[src/rtl/awsr_pkg.sv]
`timescale 1ns / 1ps
// Shared types and constants for the windowed autoscale range block.
// No dependencies; imported by every module of the block but the generic RAM.
package awsr_pkg;

    // Lane count: one lane per sample series
    localparam int LANES = 3;

    // Register and result widths
    localparam int CFG_W = 15;
    localparam int OUT_W = 18;
    localparam logic [CFG_W-1:0] CFG_RESET = 15'd100;

    // Saturation limits of one bound
    localparam logic signed [OUT_W-1:0] OUT_MAX = 18'sh1FFFF;
    localparam logic signed [OUT_W-1:0] OUT_MIN = -18'sh20000;

    // Padding divisor
    localparam logic [4:0] PAD_DIV = 5'd10;

    // Per-lane control, driven by the top-level sequencer
    typedef struct packed {
        logic we;     // write the new sample
        logic re;     // read one history slot
        logic acc;    // read word has landed, fold it in
        logic first;  // landed word is the first of the scan
    } awsr_lane_ctl_t;

    // Top-level sequencer states
    typedef enum logic [5:0] {
        ST_IDLE  = 6'b000001,
        ST_SCAN  = 6'b000010,
        ST_LAND  = 6'b000100,
        ST_MERGE = 6'b001000,
        ST_CALC  = 6'b010000,
        ST_HOLD  = 6'b100000
    } awsr_state_t;

endpackage

[src/rtl/awsr_ram.sv]
`timescale 1ns / 1ps
// Generic simple dual-port RAM: one write port, one read port, registered read.
// No dependencies.
module awsr_ram #(
    parameter int WIDTH = 16,
    parameter int DEPTH = 36
) (
    input  logic                     aclk,
    input  logic                     we,
    input  logic [$clog2(DEPTH)-1:0] waddr,
    input  logic [WIDTH-1:0]         wdata,
    input  logic                     re,
    input  logic [$clog2(DEPTH)-1:0] raddr,
    output logic [WIDTH-1:0]         rdata
);

    logic [WIDTH-1:0] mem [DEPTH];
    logic [WIDTH-1:0] rdata_reg;

    always_ff @(posedge aclk) begin
        if (we) begin
            mem[waddr] <= wdata;
        end
        if (re) begin
            rdata_reg <= mem[raddr];
        end
    end

    assign rdata = rdata_reg;

endmodule

[src/rtl/awsr_lane.sv]
`timescale 1ns / 1ps
// One scan lane: ring history of one series and its running min/max tracker.
// Depends on awsr_pkg and awsr_ram.
module awsr_lane #(
    parameter int POINTS      = 36,
    parameter int SAMPLE_BITS = 16
) (
    input  logic                          aclk,
    input  awsr_pkg::awsr_lane_ctl_t      ctl,
    input  logic [$clog2(POINTS)-1:0]     waddr,
    input  logic [$clog2(POINTS)-1:0]     raddr,
    input  logic signed [SAMPLE_BITS-1:0] sample,
    output logic signed [SAMPLE_BITS-1:0] lane_lo,
    output logic signed [SAMPLE_BITS-1:0] lane_hi
);

    import awsr_pkg::*;

    logic [SAMPLE_BITS-1:0]        rdata;
    logic signed [SAMPLE_BITS-1:0] word;
    logic signed [SAMPLE_BITS-1:0] lo_reg, lo_next;
    logic signed [SAMPLE_BITS-1:0] hi_reg, hi_next;

    // History store
    awsr_ram #(
        .WIDTH (SAMPLE_BITS),
        .DEPTH (POINTS)
    ) u_hist (
        .aclk  (aclk),
        .we    (ctl.we),
        .waddr (waddr),
        .wdata (sample),
        .re    (ctl.re),
        .raddr (raddr),
        .rdata (rdata)
    );

    assign word = $signed(rdata);

    // Running min/max, restarted on the first word of a scan
    always_comb begin
        lo_next = lo_reg;
        hi_next = hi_reg;
        if (ctl.acc) begin
            if (ctl.first) begin
                lo_next = word;
                hi_next = word;
            end else begin
                if (word < lo_reg) lo_next = word;
                if (word > hi_reg) hi_next = word;
            end
        end
    end

    always_ff @(posedge aclk) begin
        lo_reg <= lo_next;
        hi_reg <= hi_next;
    end

    assign lane_lo = lo_reg;
    assign lane_hi = hi_reg;

endmodule

[src/rtl/awsr_bounds.sv]
`timescale 1ns / 1ps
// Merge stage: combines lane min/max, enforces minimum span, pads by span/10.
// Depends on awsr_pkg. Divide by ten is a reciprocal multiply split into a low and a high partial product.
module awsr_bounds #(
    parameter int SAMPLE_BITS = 16
) (
    input  logic                                            aclk,
    input  logic                                            aresetn,
    input  logic                                            start,
    input  logic [awsr_pkg::CFG_W-1:0]                      min_half_span,
    input  logic [awsr_pkg::LANES-1:0][SAMPLE_BITS-1:0]     lane_lo,
    input  logic [awsr_pkg::LANES-1:0][SAMPLE_BITS-1:0]     lane_hi,
    output logic                                            done,
    output logic signed [awsr_pkg::OUT_W-1:0]               axis_low,
    output logic signed [awsr_pkg::OUT_W-1:0]               axis_high
);

    import awsr_pkg::*;

    // Working width: sample range plus span headroom, never below the result width
    localparam int AW   = (SAMPLE_BITS + 4 > OUT_W + 1) ? SAMPLE_BITS + 4 : OUT_W + 1;
    // Span magnitude bits, reciprocal shift and product width
    localparam int XW   = AW - 1;
    localparam int SH   = AW + 3;
    localparam int PW   = XW + AW;
    // Reciprocal split into a low and a high half, one partial product a cycle
    localparam int RL   = AW / 2;
    localparam int RH   = AW - RL;
    localparam int LW   = XW + RL;
    localparam int HW   = XW + RH;
    localparam int NDIV = 2;
    localparam int CW   = $clog2(NDIV + 1);
    // ceil(2^SH / 10): exact quotient for any span below 2^XW
    localparam logic [AW-1:0] RECIP =
        AW'(((64'd1 << SH) + 64'(PAD_DIV) - 64'd1) / 64'(PAD_DIV));
    localparam logic [RL-1:0] RECIP_LO = RECIP[RL-1:0];
    localparam logic [RH-1:0] RECIP_HI = RECIP[AW-1:RL];

    logic signed [SAMPLE_BITS-1:0] g_lo, g_hi;
    logic signed [SAMPLE_BITS-1:0] glo_reg, ghi_reg;
    logic                          ld_reg, busy_reg, fin_reg, done_reg;
    logic [CW-1:0]                 cnt_reg;

    logic signed [AW-1:0] lo_e, hi_e, sum_e, mid_e, span_e, mhs_e, twice_e;
    logic signed [AW-1:0] lo2_next, hi2_next, span2_next;
    logic signed [AW-1:0] lo2_reg, hi2_reg;
    logic [XW-1:0]        span_reg;
    logic [PW-1:0]        prod_reg, prod_next;
    logic [LW-1:0]        pp_lo;
    logic [HW-1:0]        pp_hi;
    logic [PW-SH-1:0]     quo;
    logic signed [AW-1:0] pad_e, low_e, high_e;
    logic signed [OUT_W-1:0] low_reg, high_reg;

    // Global extremes over the lanes
    always_comb begin
        g_lo = $signed(lane_lo[0]);
        g_hi = $signed(lane_hi[0]);
        for (int k = 1; k < LANES; k++) begin
            if ($signed(lane_lo[k]) < g_lo) g_lo = $signed(lane_lo[k]);
            if ($signed(lane_hi[k]) > g_hi) g_hi = $signed(lane_hi[k]);
        end
    end

    // Midpoint (rounded toward zero) and minimum-span enforcement
    always_comb begin
        lo_e    = {{(AW-SAMPLE_BITS){glo_reg[SAMPLE_BITS-1]}}, glo_reg};
        hi_e    = {{(AW-SAMPLE_BITS){ghi_reg[SAMPLE_BITS-1]}}, ghi_reg};
        sum_e   = lo_e + hi_e;
        mid_e   = $signed(sum_e + {{(AW-1){1'b0}}, sum_e[AW-1]}) >>> 1;
        span_e  = hi_e - lo_e;
        mhs_e   = {{(AW-CFG_W){1'b0}}, min_half_span};
        twice_e = mhs_e <<< 1;
        if (span_e < twice_e) begin
            lo2_next   = mid_e - mhs_e;
            hi2_next   = mid_e + mhs_e;
            span2_next = twice_e;
        end else begin
            lo2_next   = lo_e;
            hi2_next   = hi_e;
            span2_next = span_e;
        end
    end

    // Divide by ten: accumulate span * RECIP, low half first, then the high half
    always_comb begin
        pp_lo = LW'(span_reg) * LW'(RECIP_LO);
        pp_hi = HW'(span_reg) * HW'(RECIP_HI);
        if (cnt_reg == CW'(NDIV)) begin
            prod_next = prod_reg + PW'(pp_lo);
        end else begin
            prod_next = prod_reg + (PW'(pp_hi) << RL);
        end
        quo = prod_reg[PW-1:SH];
    end

    // Padding (at least one); saturation follows in the datapath registers
    always_comb begin
        pad_e  = (quo == '0) ? AW'(1) : AW'(quo);
        low_e  = lo2_reg - pad_e;
        high_e = hi2_reg + pad_e;
    end

    // Sequencing
    always_ff @(posedge aclk) begin
        if (!aresetn) begin
            ld_reg   <= 1'b0;
            busy_reg <= 1'b0;
            fin_reg  <= 1'b0;
            done_reg <= 1'b0;
            cnt_reg  <= '0;
        end else begin
            ld_reg   <= start;
            fin_reg  <= 1'b0;
            done_reg <= fin_reg;
            if (ld_reg) begin
                busy_reg <= 1'b1;
                cnt_reg  <= CW'(NDIV);
            end else if (busy_reg) begin
                cnt_reg <= cnt_reg - 1'b1;
                if (cnt_reg == CW'(1)) begin
                    busy_reg <= 1'b0;
                    fin_reg  <= 1'b1;
                end
            end
        end
    end

    // Datapath registers
    always_ff @(posedge aclk) begin
        if (start) begin
            glo_reg <= g_lo;
            ghi_reg <= g_hi;
        end
        if (ld_reg) begin
            lo2_reg  <= lo2_next;
            hi2_reg  <= hi2_next;
            span_reg <= span2_next[XW-1:0];
            prod_reg <= '0;
        end else if (busy_reg) begin
            prod_reg <= prod_next;
        end
        if (fin_reg) begin
            if (low_e > AW'(OUT_MAX))       low_reg <= OUT_MAX;
            else if (low_e < AW'(OUT_MIN))  low_reg <= OUT_MIN;
            else                            low_reg <= low_e[OUT_W-1:0];
            if (high_e > AW'(OUT_MAX))      high_reg <= OUT_MAX;
            else if (high_e < AW'(OUT_MIN)) high_reg <= OUT_MIN;
            else                            high_reg <= high_e[OUT_W-1:0];
        end
    end

    assign done      = done_reg;
    assign axis_low  = low_reg;
    assign axis_high = high_reg;

endmodule

[src/rtl/windowed_autoscale_range.sv]
`timescale 1ns / 1ps
// Windowed autoscale range: three history lanes scanned side by side, then merged.
// A word is taken in ST_IDLE, then its window is scanned (up to 36 slots at defaults,
// one read per cycle per lane RAM), merged and padded, and the result is held until
// the output register is free; s_tready stays low from acceptance until then, and the
// next word is taken while a result waits.
// Reset (aresetn, synchronous, active low) empties the window and sets min_half_span to 100.
module windowed_autoscale_range #(
    parameter int POINTS      = 36,
    parameter int SAMPLE_BITS = 16
) (
    input  logic                                  aclk,
    input  logic                                  aresetn,
    // sample_x, sample_y, sample_z from bit 0 up, zero filled to bytes
    input  logic [((3*SAMPLE_BITS+7)/8)*8-1:0]    s_tdata,
    input  logic                                  s_tvalid,
    output logic                                  s_tready,
    // axis_low [17:0], axis_high [35:18], zero filled to bytes
    output logic [39:0]                           m_tdata,
    output logic                                  m_tvalid,
    input  logic                                  m_tready,
    // min_half_span
    input  logic [awsr_pkg::CFG_W-1:0]            cfg_data,
    input  logic                                  cfg_valid,
    output logic                                  cfg_ready
);

    import awsr_pkg::*;

    localparam int IW = $clog2(POINTS);
    localparam int FW = $clog2(POINTS + 1);

    awsr_state_t          state_reg, state_next;
    logic [IW-1:0]        wslot_reg;
    logic [FW-1:0]        filled_reg;
    logic [IW-1:0]        raddr_reg;
    logic                 acc_reg, first_reg;
    logic [CFG_W-1:0]     mhs_reg;
    logic                 m_tvalid_reg;
    logic [39:0]          m_tdata_reg;

    logic                 s_take, scan_last, start, done, out_load;
    awsr_lane_ctl_t       ctl;
    logic [LANES-1:0][SAMPLE_BITS-1:0] lane_lo, lane_hi;
    logic signed [OUT_W-1:0] axis_low, axis_high;

    assign s_tready  = (state_reg == ST_IDLE);
    assign s_take    = s_tvalid && s_tready;
    assign cfg_ready = 1'b1;
    assign scan_last = (FW'(raddr_reg) + FW'(1)) == filled_reg;
    assign start     = (state_reg == ST_MERGE);
    assign out_load  = (state_reg == ST_HOLD) && (!m_tvalid_reg || m_tready);

    // Lane control
    always_comb begin
        ctl.we    = s_take;
        ctl.re    = (state_reg == ST_SCAN);
        ctl.acc   = acc_reg;
        ctl.first = first_reg;
    end

    // Sequencer
    always_comb begin
        state_next = state_reg;
        case (state_reg)
            ST_IDLE:  if (s_take) state_next = ST_SCAN;
            ST_SCAN:  if (scan_last) state_next = ST_LAND;
            ST_LAND:  state_next = ST_MERGE;
            ST_MERGE: state_next = ST_CALC;
            ST_CALC:  if (done) state_next = ST_HOLD;
            ST_HOLD:  if (out_load) state_next = ST_IDLE;
            default:  state_next = ST_IDLE;
        endcase
    end

    always_ff @(posedge aclk) begin
        if (!aresetn) begin
            state_reg    <= ST_IDLE;
            wslot_reg    <= '0;
            filled_reg   <= '0;
            raddr_reg    <= '0;
            acc_reg      <= 1'b0;
            first_reg    <= 1'b0;
            mhs_reg      <= CFG_RESET;
            m_tvalid_reg <= 1'b0;
        end else begin
            state_reg <= state_next;
            acc_reg   <= ctl.re;
            first_reg <= ctl.re && (raddr_reg == '0);
            if (cfg_valid && cfg_ready) begin
                mhs_reg <= cfg_data;
            end
            // Ring write pointer and fill count
            if (s_take) begin
                wslot_reg <= (wslot_reg == IW'(POINTS - 1)) ? '0 : wslot_reg + 1'b1;
                if (filled_reg != FW'(POINTS)) filled_reg <= filled_reg + 1'b1;
                raddr_reg <= '0;
            end else if (ctl.re && !scan_last) begin
                raddr_reg <= raddr_reg + 1'b1;
            end
            // Output register
            if (out_load) begin
                m_tvalid_reg <= 1'b1;
            end else if (m_tready) begin
                m_tvalid_reg <= 1'b0;
            end
        end
    end

    always_ff @(posedge aclk) begin
        if (out_load) begin
            m_tdata_reg <= {4'b0000, axis_high, axis_low};
        end
    end

    // One lane per series
    for (genvar k = 0; k < LANES; k++) begin : g_lane
        awsr_lane #(
            .POINTS      (POINTS),
            .SAMPLE_BITS (SAMPLE_BITS)
        ) u_lane (
            .aclk    (aclk),
            .ctl     (ctl),
            .waddr   (wslot_reg),
            .raddr   (raddr_reg),
            .sample  ($signed(s_tdata[k*SAMPLE_BITS +: SAMPLE_BITS])),
            .lane_lo (lane_lo[k]),
            .lane_hi (lane_hi[k])
        );
    end

    awsr_bounds #(
        .SAMPLE_BITS (SAMPLE_BITS)
    ) u_bounds (
        .aclk          (aclk),
        .aresetn       (aresetn),
        .start         (start),
        .min_half_span (mhs_reg),
        .lane_lo       (lane_lo),
        .lane_hi       (lane_hi),
        .done          (done),
        .axis_low      (axis_low),
        .axis_high     (axis_high)
    );

    assign m_tvalid = m_tvalid_reg;
    assign m_tdata  = m_tdata_reg;

    // Checks
    a_fill_bound: assert property (@(posedge aclk) disable iff (!aresetn)
        filled_reg <= FW'(POINTS))
        else $error("fill count beyond window depth");

    a_scan_in_window: assert property (@(posedge aclk) disable iff (!aresetn)
        (state_reg == ST_SCAN) |-> (FW'(raddr_reg) < filled_reg))
        else $error("scan reads an unwritten slot");

    a_order: assert property (@(posedge aclk) disable iff (!aresetn)
        m_tvalid |-> ($signed(m_tdata[17:0]) < $signed(m_tdata[35:18])))
        else $error("low bound not below high bound");

    a_done_in_calc: assert property (@(posedge aclk) disable iff (!aresetn)
        done |-> (state_reg == ST_CALC))
        else $error("merge result outside calculation phase");

endmodule

[config.mk]
export PLATFORM = sky130hd
export DESIGN_NAME = windowed_autoscale_range
export DESIGN_NICKNAME = d
export VERILOG_FILES = /design/src/rtl/awsr_pkg.sv /design/src/rtl/awsr_ram.sv /design/src/rtl/awsr_lane.sv /design/src/rtl/awsr_bounds.sv /design/src/rtl/windowed_autoscale_range.sv
export SDC_FILE = /design/constraint.sdc
export NUM_CORES = 2
export LEC_CHECK = 0
export ABC_AREA = 1
export BUFFER_PORTS_ARGS = -buffer_cell sky130_fd_sc_hd__buf_4
export CORE_MARGIN = 4
export CORE_UTILIZATION = 50
export DETAILED_ROUTE_END_ITERATION = 8
export PLACE_DENSITY_LB_ADDON = 0.2
export SYNTH_ARGS = -nofsm -noshare
export SYNTH_HDL_FRONTEND = slang
export SYNTH_SLANG_ARGS = --single-unit
export TNS_END_PERCENT = 10
[constraint.sdc]
create_clock -name aclk -period 9.5 [get_ports aclk]
set_clock_uncertainty 0.1 [all_clocks]
set_input_delay 1.425 -clock aclk [delete_from_list [all_inputs] [get_ports aclk]]
set_output_delay 1.425 -clock aclk [all_outputs]
set_load 0.03 [all_outputs]
After elaboration in Yosys (flattened, before gate mapping). Memories as Yosys holds them, arrays and structs flattened. A register that Yosys moved wholly into a read port is not among the register bits. Cells that the tools add are included.

Add/subtract/negate cells: 13. $mul: 2. Divide/modulo/power cells: 0. Order comparisons: 15. Equal/unequal tests: 15. Shift operators: 0. Multiplexer cells: 39. Bitwise logic cells: 2. Reduce and logical (&&, ||, !) cells: 28.

Operators with widths (count): $mux W16 (18); $gt A16 B16 Y1 (5); $lt A16 B16 Y1 (5); $gt A20 B18 Y1 const B (2); $lt A20 B18 Y1 const B (2); $mux W20 (2); $add A39 B27 Y39 (1); $add A39 B39 Y39 (1); $mux W39 (1); $mux W18 (2); $pmux W6 S6 (1); $mux W6 (5); $mul A19 B10 Y29 const B (1); $mul A19 B8 Y27 const B (1); $add A19 B16 Y20 (1); $add A20 B1 Y20 (1); $add A20 B20 Y20 (1); $sub A19 B16 Y20 (1); $sub A20 B20 Y20 (1); $add A6 B1 Y6 const B (3); $add A16 B16 Y17 (1); $lt A17 B17 Y1 (1); $sub A16 B16 Y17 (1); $logic_not A16 Y1 (1); other kinds (25) (55).

Register bits: 344. Latch bits: 0. RAM bits: 1728. Bits in read-only memories: 0. Input bits: 68. Output and inout port bits: 43. Word-level logic and storage cells: 147. Memories kept: 3.

Memory list: g_lane[0].u_lane.u_hist.mem (words 36, width 16, rd ports 1, clocked after memory_dff 1, wr ports 1, RTL line awsr_ram.sv:17) `logic [WIDTH-1:0] mem [DEPTH];`; g_lane[1].u_lane.u_hist.mem (words 36, width 16, rd ports 1, clocked after memory_dff 1, wr ports 1, RTL line awsr_ram.sv:17); g_lane[2].u_lane.u_hist.mem (words 36, width 16, rd ports 1, clocked after memory_dff 1, wr ports 1, RTL line awsr_ram.sv:17).

Longest topological paths before layout.
Depth after elaboration: 5. Gate-level depth with buffers: 41.

By module. A second synthesis with hierarchy kept.

Cell total of the unflattened synthesis: 9544. Area, all modules: 101777.6 sq um.

Modules (own cells, without submodules): awsr_ram (g_lane[1].u_lane.u_hist ...) (instances 2, cells each 1959, area each 23750.3 sq um, sequential area each 17777.0 sq um); awsr_ram (g_lane[0].u_lane.u_hist) (instances 1, cells each 1959, area each 23746.5 sq um, sequential area each 17777.0 sq um); awsr_bounds (instances 1, cells each 2802, area each 21843.4 sq um, sequential area each 4534.3 sq um); awsr_lane (instances 3, cells each 181, area each 1845.5 sq um, sequential area each 960.9 sq um); windowed_autoscale_range (instances 1, cells each 322, area each 3150.5 sq um, sequential area each 1921.8 sq um).

Least setup slack after synthesis. OpenSTA, ideal clock, no wires.

Path type: input to register. Start point: in s_tvalid. End point: mem g_lane[0].u_lane.u_hist.mem[7][0] (enable). Setup time: 0.573 ns. Data arrival time: 6.393 ns. Required time: 8.827 ns. Setup slack: 2.434 ns. Cell stages on the path: 4. Path buffers: 0. Path through: nand2_1 > inv_1 > nand2_1 > nor4_1.

Longest elaborated chain between the ends: 3.

RTL lines: start: declaration (RTL line windowed_autoscale_range.sv:16) `input logic s_tvalid,`; $logic_and A1 B1 Y1 (RTL line windowed_autoscale_range.sv:48) `assign s_take = s_tvalid && s_tready;`; $mux W1 (RTL line awsr_ram.sv:21) `if (we) begin`; $mux W1 (not written as such) (RTL line awsr_ram.sv:22) `mem[waddr] <= wdata;`; end: declaration (RTL line awsr_ram.sv:17).

Every way passes these cells.

Worst setup path after layout.
Start point: reg u_bounds.span_reg[5]. End point: reg u_bounds.prod_reg[37].

Longest elaborated chain between the ends: 3.

RTL lines: start: declaration (RTL line awsr_bounds.sv:47) `logic [XW-1:0] span_reg;`; start signal: assignment (RTL line awsr_bounds.sv:138) `span_reg <= span2_next[XW-1:0];`; $mul A19 B10 Y29 or $mul A19 B8 Y27 (tied branches) (RTL line awsr_bounds.sv:88, awsr_bounds.sv:87); $add A39 B39 Y39 or $add A39 B27 Y39 (tied branches) (RTL line awsr_bounds.sv:92, awsr_bounds.sv:90); $mux W39 (*) (RTL line awsr_bounds.sv:89) `if (cnt_reg == CW'(NDIV)) begin`; end signal: assignment (RTL line awsr_bounds.sv:141) `prod_reg <= prod_next;`; end: declaration (RTL line awsr_bounds.sv:48) `logic [PW-1:0] prod_reg, prod_next;`.

Mark *: on every way between the ends. The rest lies on a longest branch, timed or not. A chain may end at the register's enable or synchronous reset.

==> flow_summary.ini <==
[outcome]
status = finished, final reports clean

[timing]
grt_setup_unrepaired = no
period_share_pct = 73.3
relSlewSlack_pct = 18.6
hold_viol = 0
worst_pin_slew_ps = 1220
fin_crit_ps = 6970
tns_ps = 0
fmax_ghz = 0.144
drv_slew = 0
finalSetupViolCount = 0

[min_path]
hold-path-endpoint = m_tdata[25]
whs_path_depth = 0
min_path_type = reg2reg
min_from = u_bounds.axis_high[7]

[critical_path]
ff2ff_setup_slack_ps = 2530
worstPathRequired_ps = 10140
cpMostUsedCell = a21oi_1
r2r_cells = 30
crit_slowest_cell = edfxtp_1
crit_buf_inv = 3
crit_family = adder cells
reg2reg_from = u_bounds.span_reg[5]
critPathLaunchType = register
critPathArrivalTime_ps = 7610
cp-end-kind = register
timing.rr.end = u_bounds.prod_reg[37]
path_class = reg2reg
critical-path-max-stage-delay_ps = 510
critPathMaxFanout = 5

[power_and_ir_drop]
power_density_nw_per_um2 = 212
peakVddDrop_mv = 0.206
power.leakage_nw = 40.1
power.share.switching_pct = 28.1
switching_power_mw = 6.53
power.internal_mw = 16.7
power_mw = 23.2
comb_power_share_pct = 16.8
seqPwrFrac_pct = 46.2
p_clk_share_pct = 36.9

[clock_tree]
cts-buffers-inserted = 213
cts_tree = yes
cts-root-buf = clkbuf_16
cts_buffer_depth = 3
post_cts_resized = 0
cts_sinks = 2120
cts-htree-levels = 4
ctsHoldBuffers = 0
cts_setup_buffers = 0
insertion_delay_ps = 860
path_clk_slew_ps = 60

[synth]
syn-cell-area_sq_um = 98900
yosysSeqAreaShare_pct = 63.5
synth_edf_count = 2033
synth_warnings = 0
synthFlopType = edfxtp_1
syn-instance-count = 8570
synthArstFlopShare_pct = 0
ys_ff_latch = 2120
syn_area_per_cell_sq_um = 11.5
ys_types = 72

[route]
drt-initial-drc-count = 7458
wl_per_cell_um = 25.4
drt-vias-per-instance = 6.00
route.detailed.drc = 0
drt_pass1_iterations = 6
wl_um = 289000
route.vias.total = 68200
ant_nets = 0

[floorplanning]
ioPinCount = 111
die_y_um = 453
core_region_area_sq_um = 196000
initial_core_util_pct = 50.5
fp-row-count = 162
die_width_um = 453
die-area_sq_um = 205000

[placement]
dp_cells = 11000
gpl.final_weighted_congestion = 0.956
dp_hpwl_um = 172000
port-buffer-count = 105

[grt]
grt_max_degree = 180
grt_overflow = 0
antenna_found_initial = 13
grt_pass1_wl_um = 425000
grt_usage_pct = 27.8
grt_pass1_vias = 65000

[finish]
area_growth_pct = 10.9
n_fill_cell = 16300
fin_util_pct = 56.0
nets = 9188
drive_above_1_share_pct = 8.02
final_cell_mix = edfxtp_1, o21ai_0, nor2_1
final_common_cell = edfxtp_1
finalNonFillerCells = 11400
multi_input_area_sq_um = 32200
seq_area_sq_um = 62800
largest_reg_flops = 1728
max_flop_register = g_lane.u_lane.u_hist.mem

[run]
drv_cap = 0
[through the flow]
stage | area [sq um] | hold WS, ps | setup slack, ps
after floorplan | 98900 | 300 | 2430
after global placement | 102000 | 303 | 2560
after detailed placement | 102000 | 305 | 2610
after CTS | 110000 | 290 | 2550
after global routing | 110000 | 298 | 2010
final | 110000 | 294 | 2530
[how the worst max path moves through the flow]
stage	startpoint	end	slack (ps)	cells past startpoint
3_5_place_dp	u_bounds.span_reg[5]	u_bounds.prod_reg[37]	2610	30
5_1_grt	u_bounds.span_reg[5]	u_bounds.prod_reg[38]	2010	31
4_1_cts	u_bounds.span_reg[5]	u_bounds.prod_reg[37]	2550	30
6_report	u_bounds.span_reg[5]	u_bounds.prod_reg[37]	2530	30
2_1_floorplan	s_tvalid	g_lane[0].u_lane.u_hist.mem[7][0]	2430	4
3_3_place_gp	u_bounds.span_reg[5]	u_bounds.prod_reg[37]	2560	30
[cell type report]
| cell class | instances | area share [%] |
|---|---|---|
| Sequential cell | 2120 | 57.3 |
| Clock inverter | 138 | 1.50 |
| Inverter | 640 | 2.22 |
| Clock buffer | 255 | 5.01 |
| Tap cell | 2624 | 2.99 |
| Timing Repair Buffer | 218 | 1.62 |
| Multi-Input combinational cell | 5361 | 29.4 |
| Antenna cell | 8 | 0.0183 |
[cells by family after synthesis]
logic type                 Yosys count  synth area share, %
AOI/OAI and AO/OA                 2331                 13.2
other                                2              0.00760
buffers and inverters             1093                 4.28
DFF                               2120                 63.5
adders and majority gates          566                 8.04
xor gates and xnor gates           163                 1.52
and+or+nand+nor                   2295                 9.48
[power groups by stage]
stage	registers (mW)	logic, mW	clock network [mW]
detailed placement	10.9	3.86	0
floorplan	10.8	2.64	0
CTS	10.7	3.89	8.67
global placement	10.9	3.84	0
global route	10.7	4.35	9.08
finish	10.7	3.91	8.57
[synth_stat cells (all sizes together) (2+ instances only)]
cell     count  area, sq um
a221oi       6         52.6
o2111ai      6         52.6
inv        632         2380
o211ai      41          313
and2         7         46.3
o21bai      10         75.1
a21o        16          120
nor3        39          210
o21ai     1314         6650
edfxtp    2033        61000
buf         70          389
ha         451         5640
nand3      172          923
clkinv       8         31.3
conb         2         7.51
o311ai       4         35.0
a2111oi      3         26.3
a21oi      339         1750
o221ai      61          534
clkbuf     383         1440
o32ai        4         35.0
xnor2       44          385
fa         115         2300
o22ai      433         2720
xor2       119         1120
a21boi      10         86.3
nand4       60          375
nand3b       3         35.0
or2          6         40.0
dfxtp       87         1740
a31oi       57          363
o31ai        4         30.0
nand2      760         2980
nor2      1235         4670
a211oi       7         52.6
o41ai        4         35.0
o21a         8         60.1
nor4        12         75.1
[routing by layer]
| metal | global-route usage (%) | wire length (um) | up-vias |
|---|---|---|---|
| met4 | 9.80 | 10500 | 12 |
| met2 | 45.5 | 138000 | 3043 |
| met1 | 37.9 | 117000 | 33700 |
| li1 | - | - | 30800 |
| met5 | 0 | 68 | - |
| met3 | 4.41 | 23600 | 545 |
Note: power is estimated with default switching activity, not from simulation.
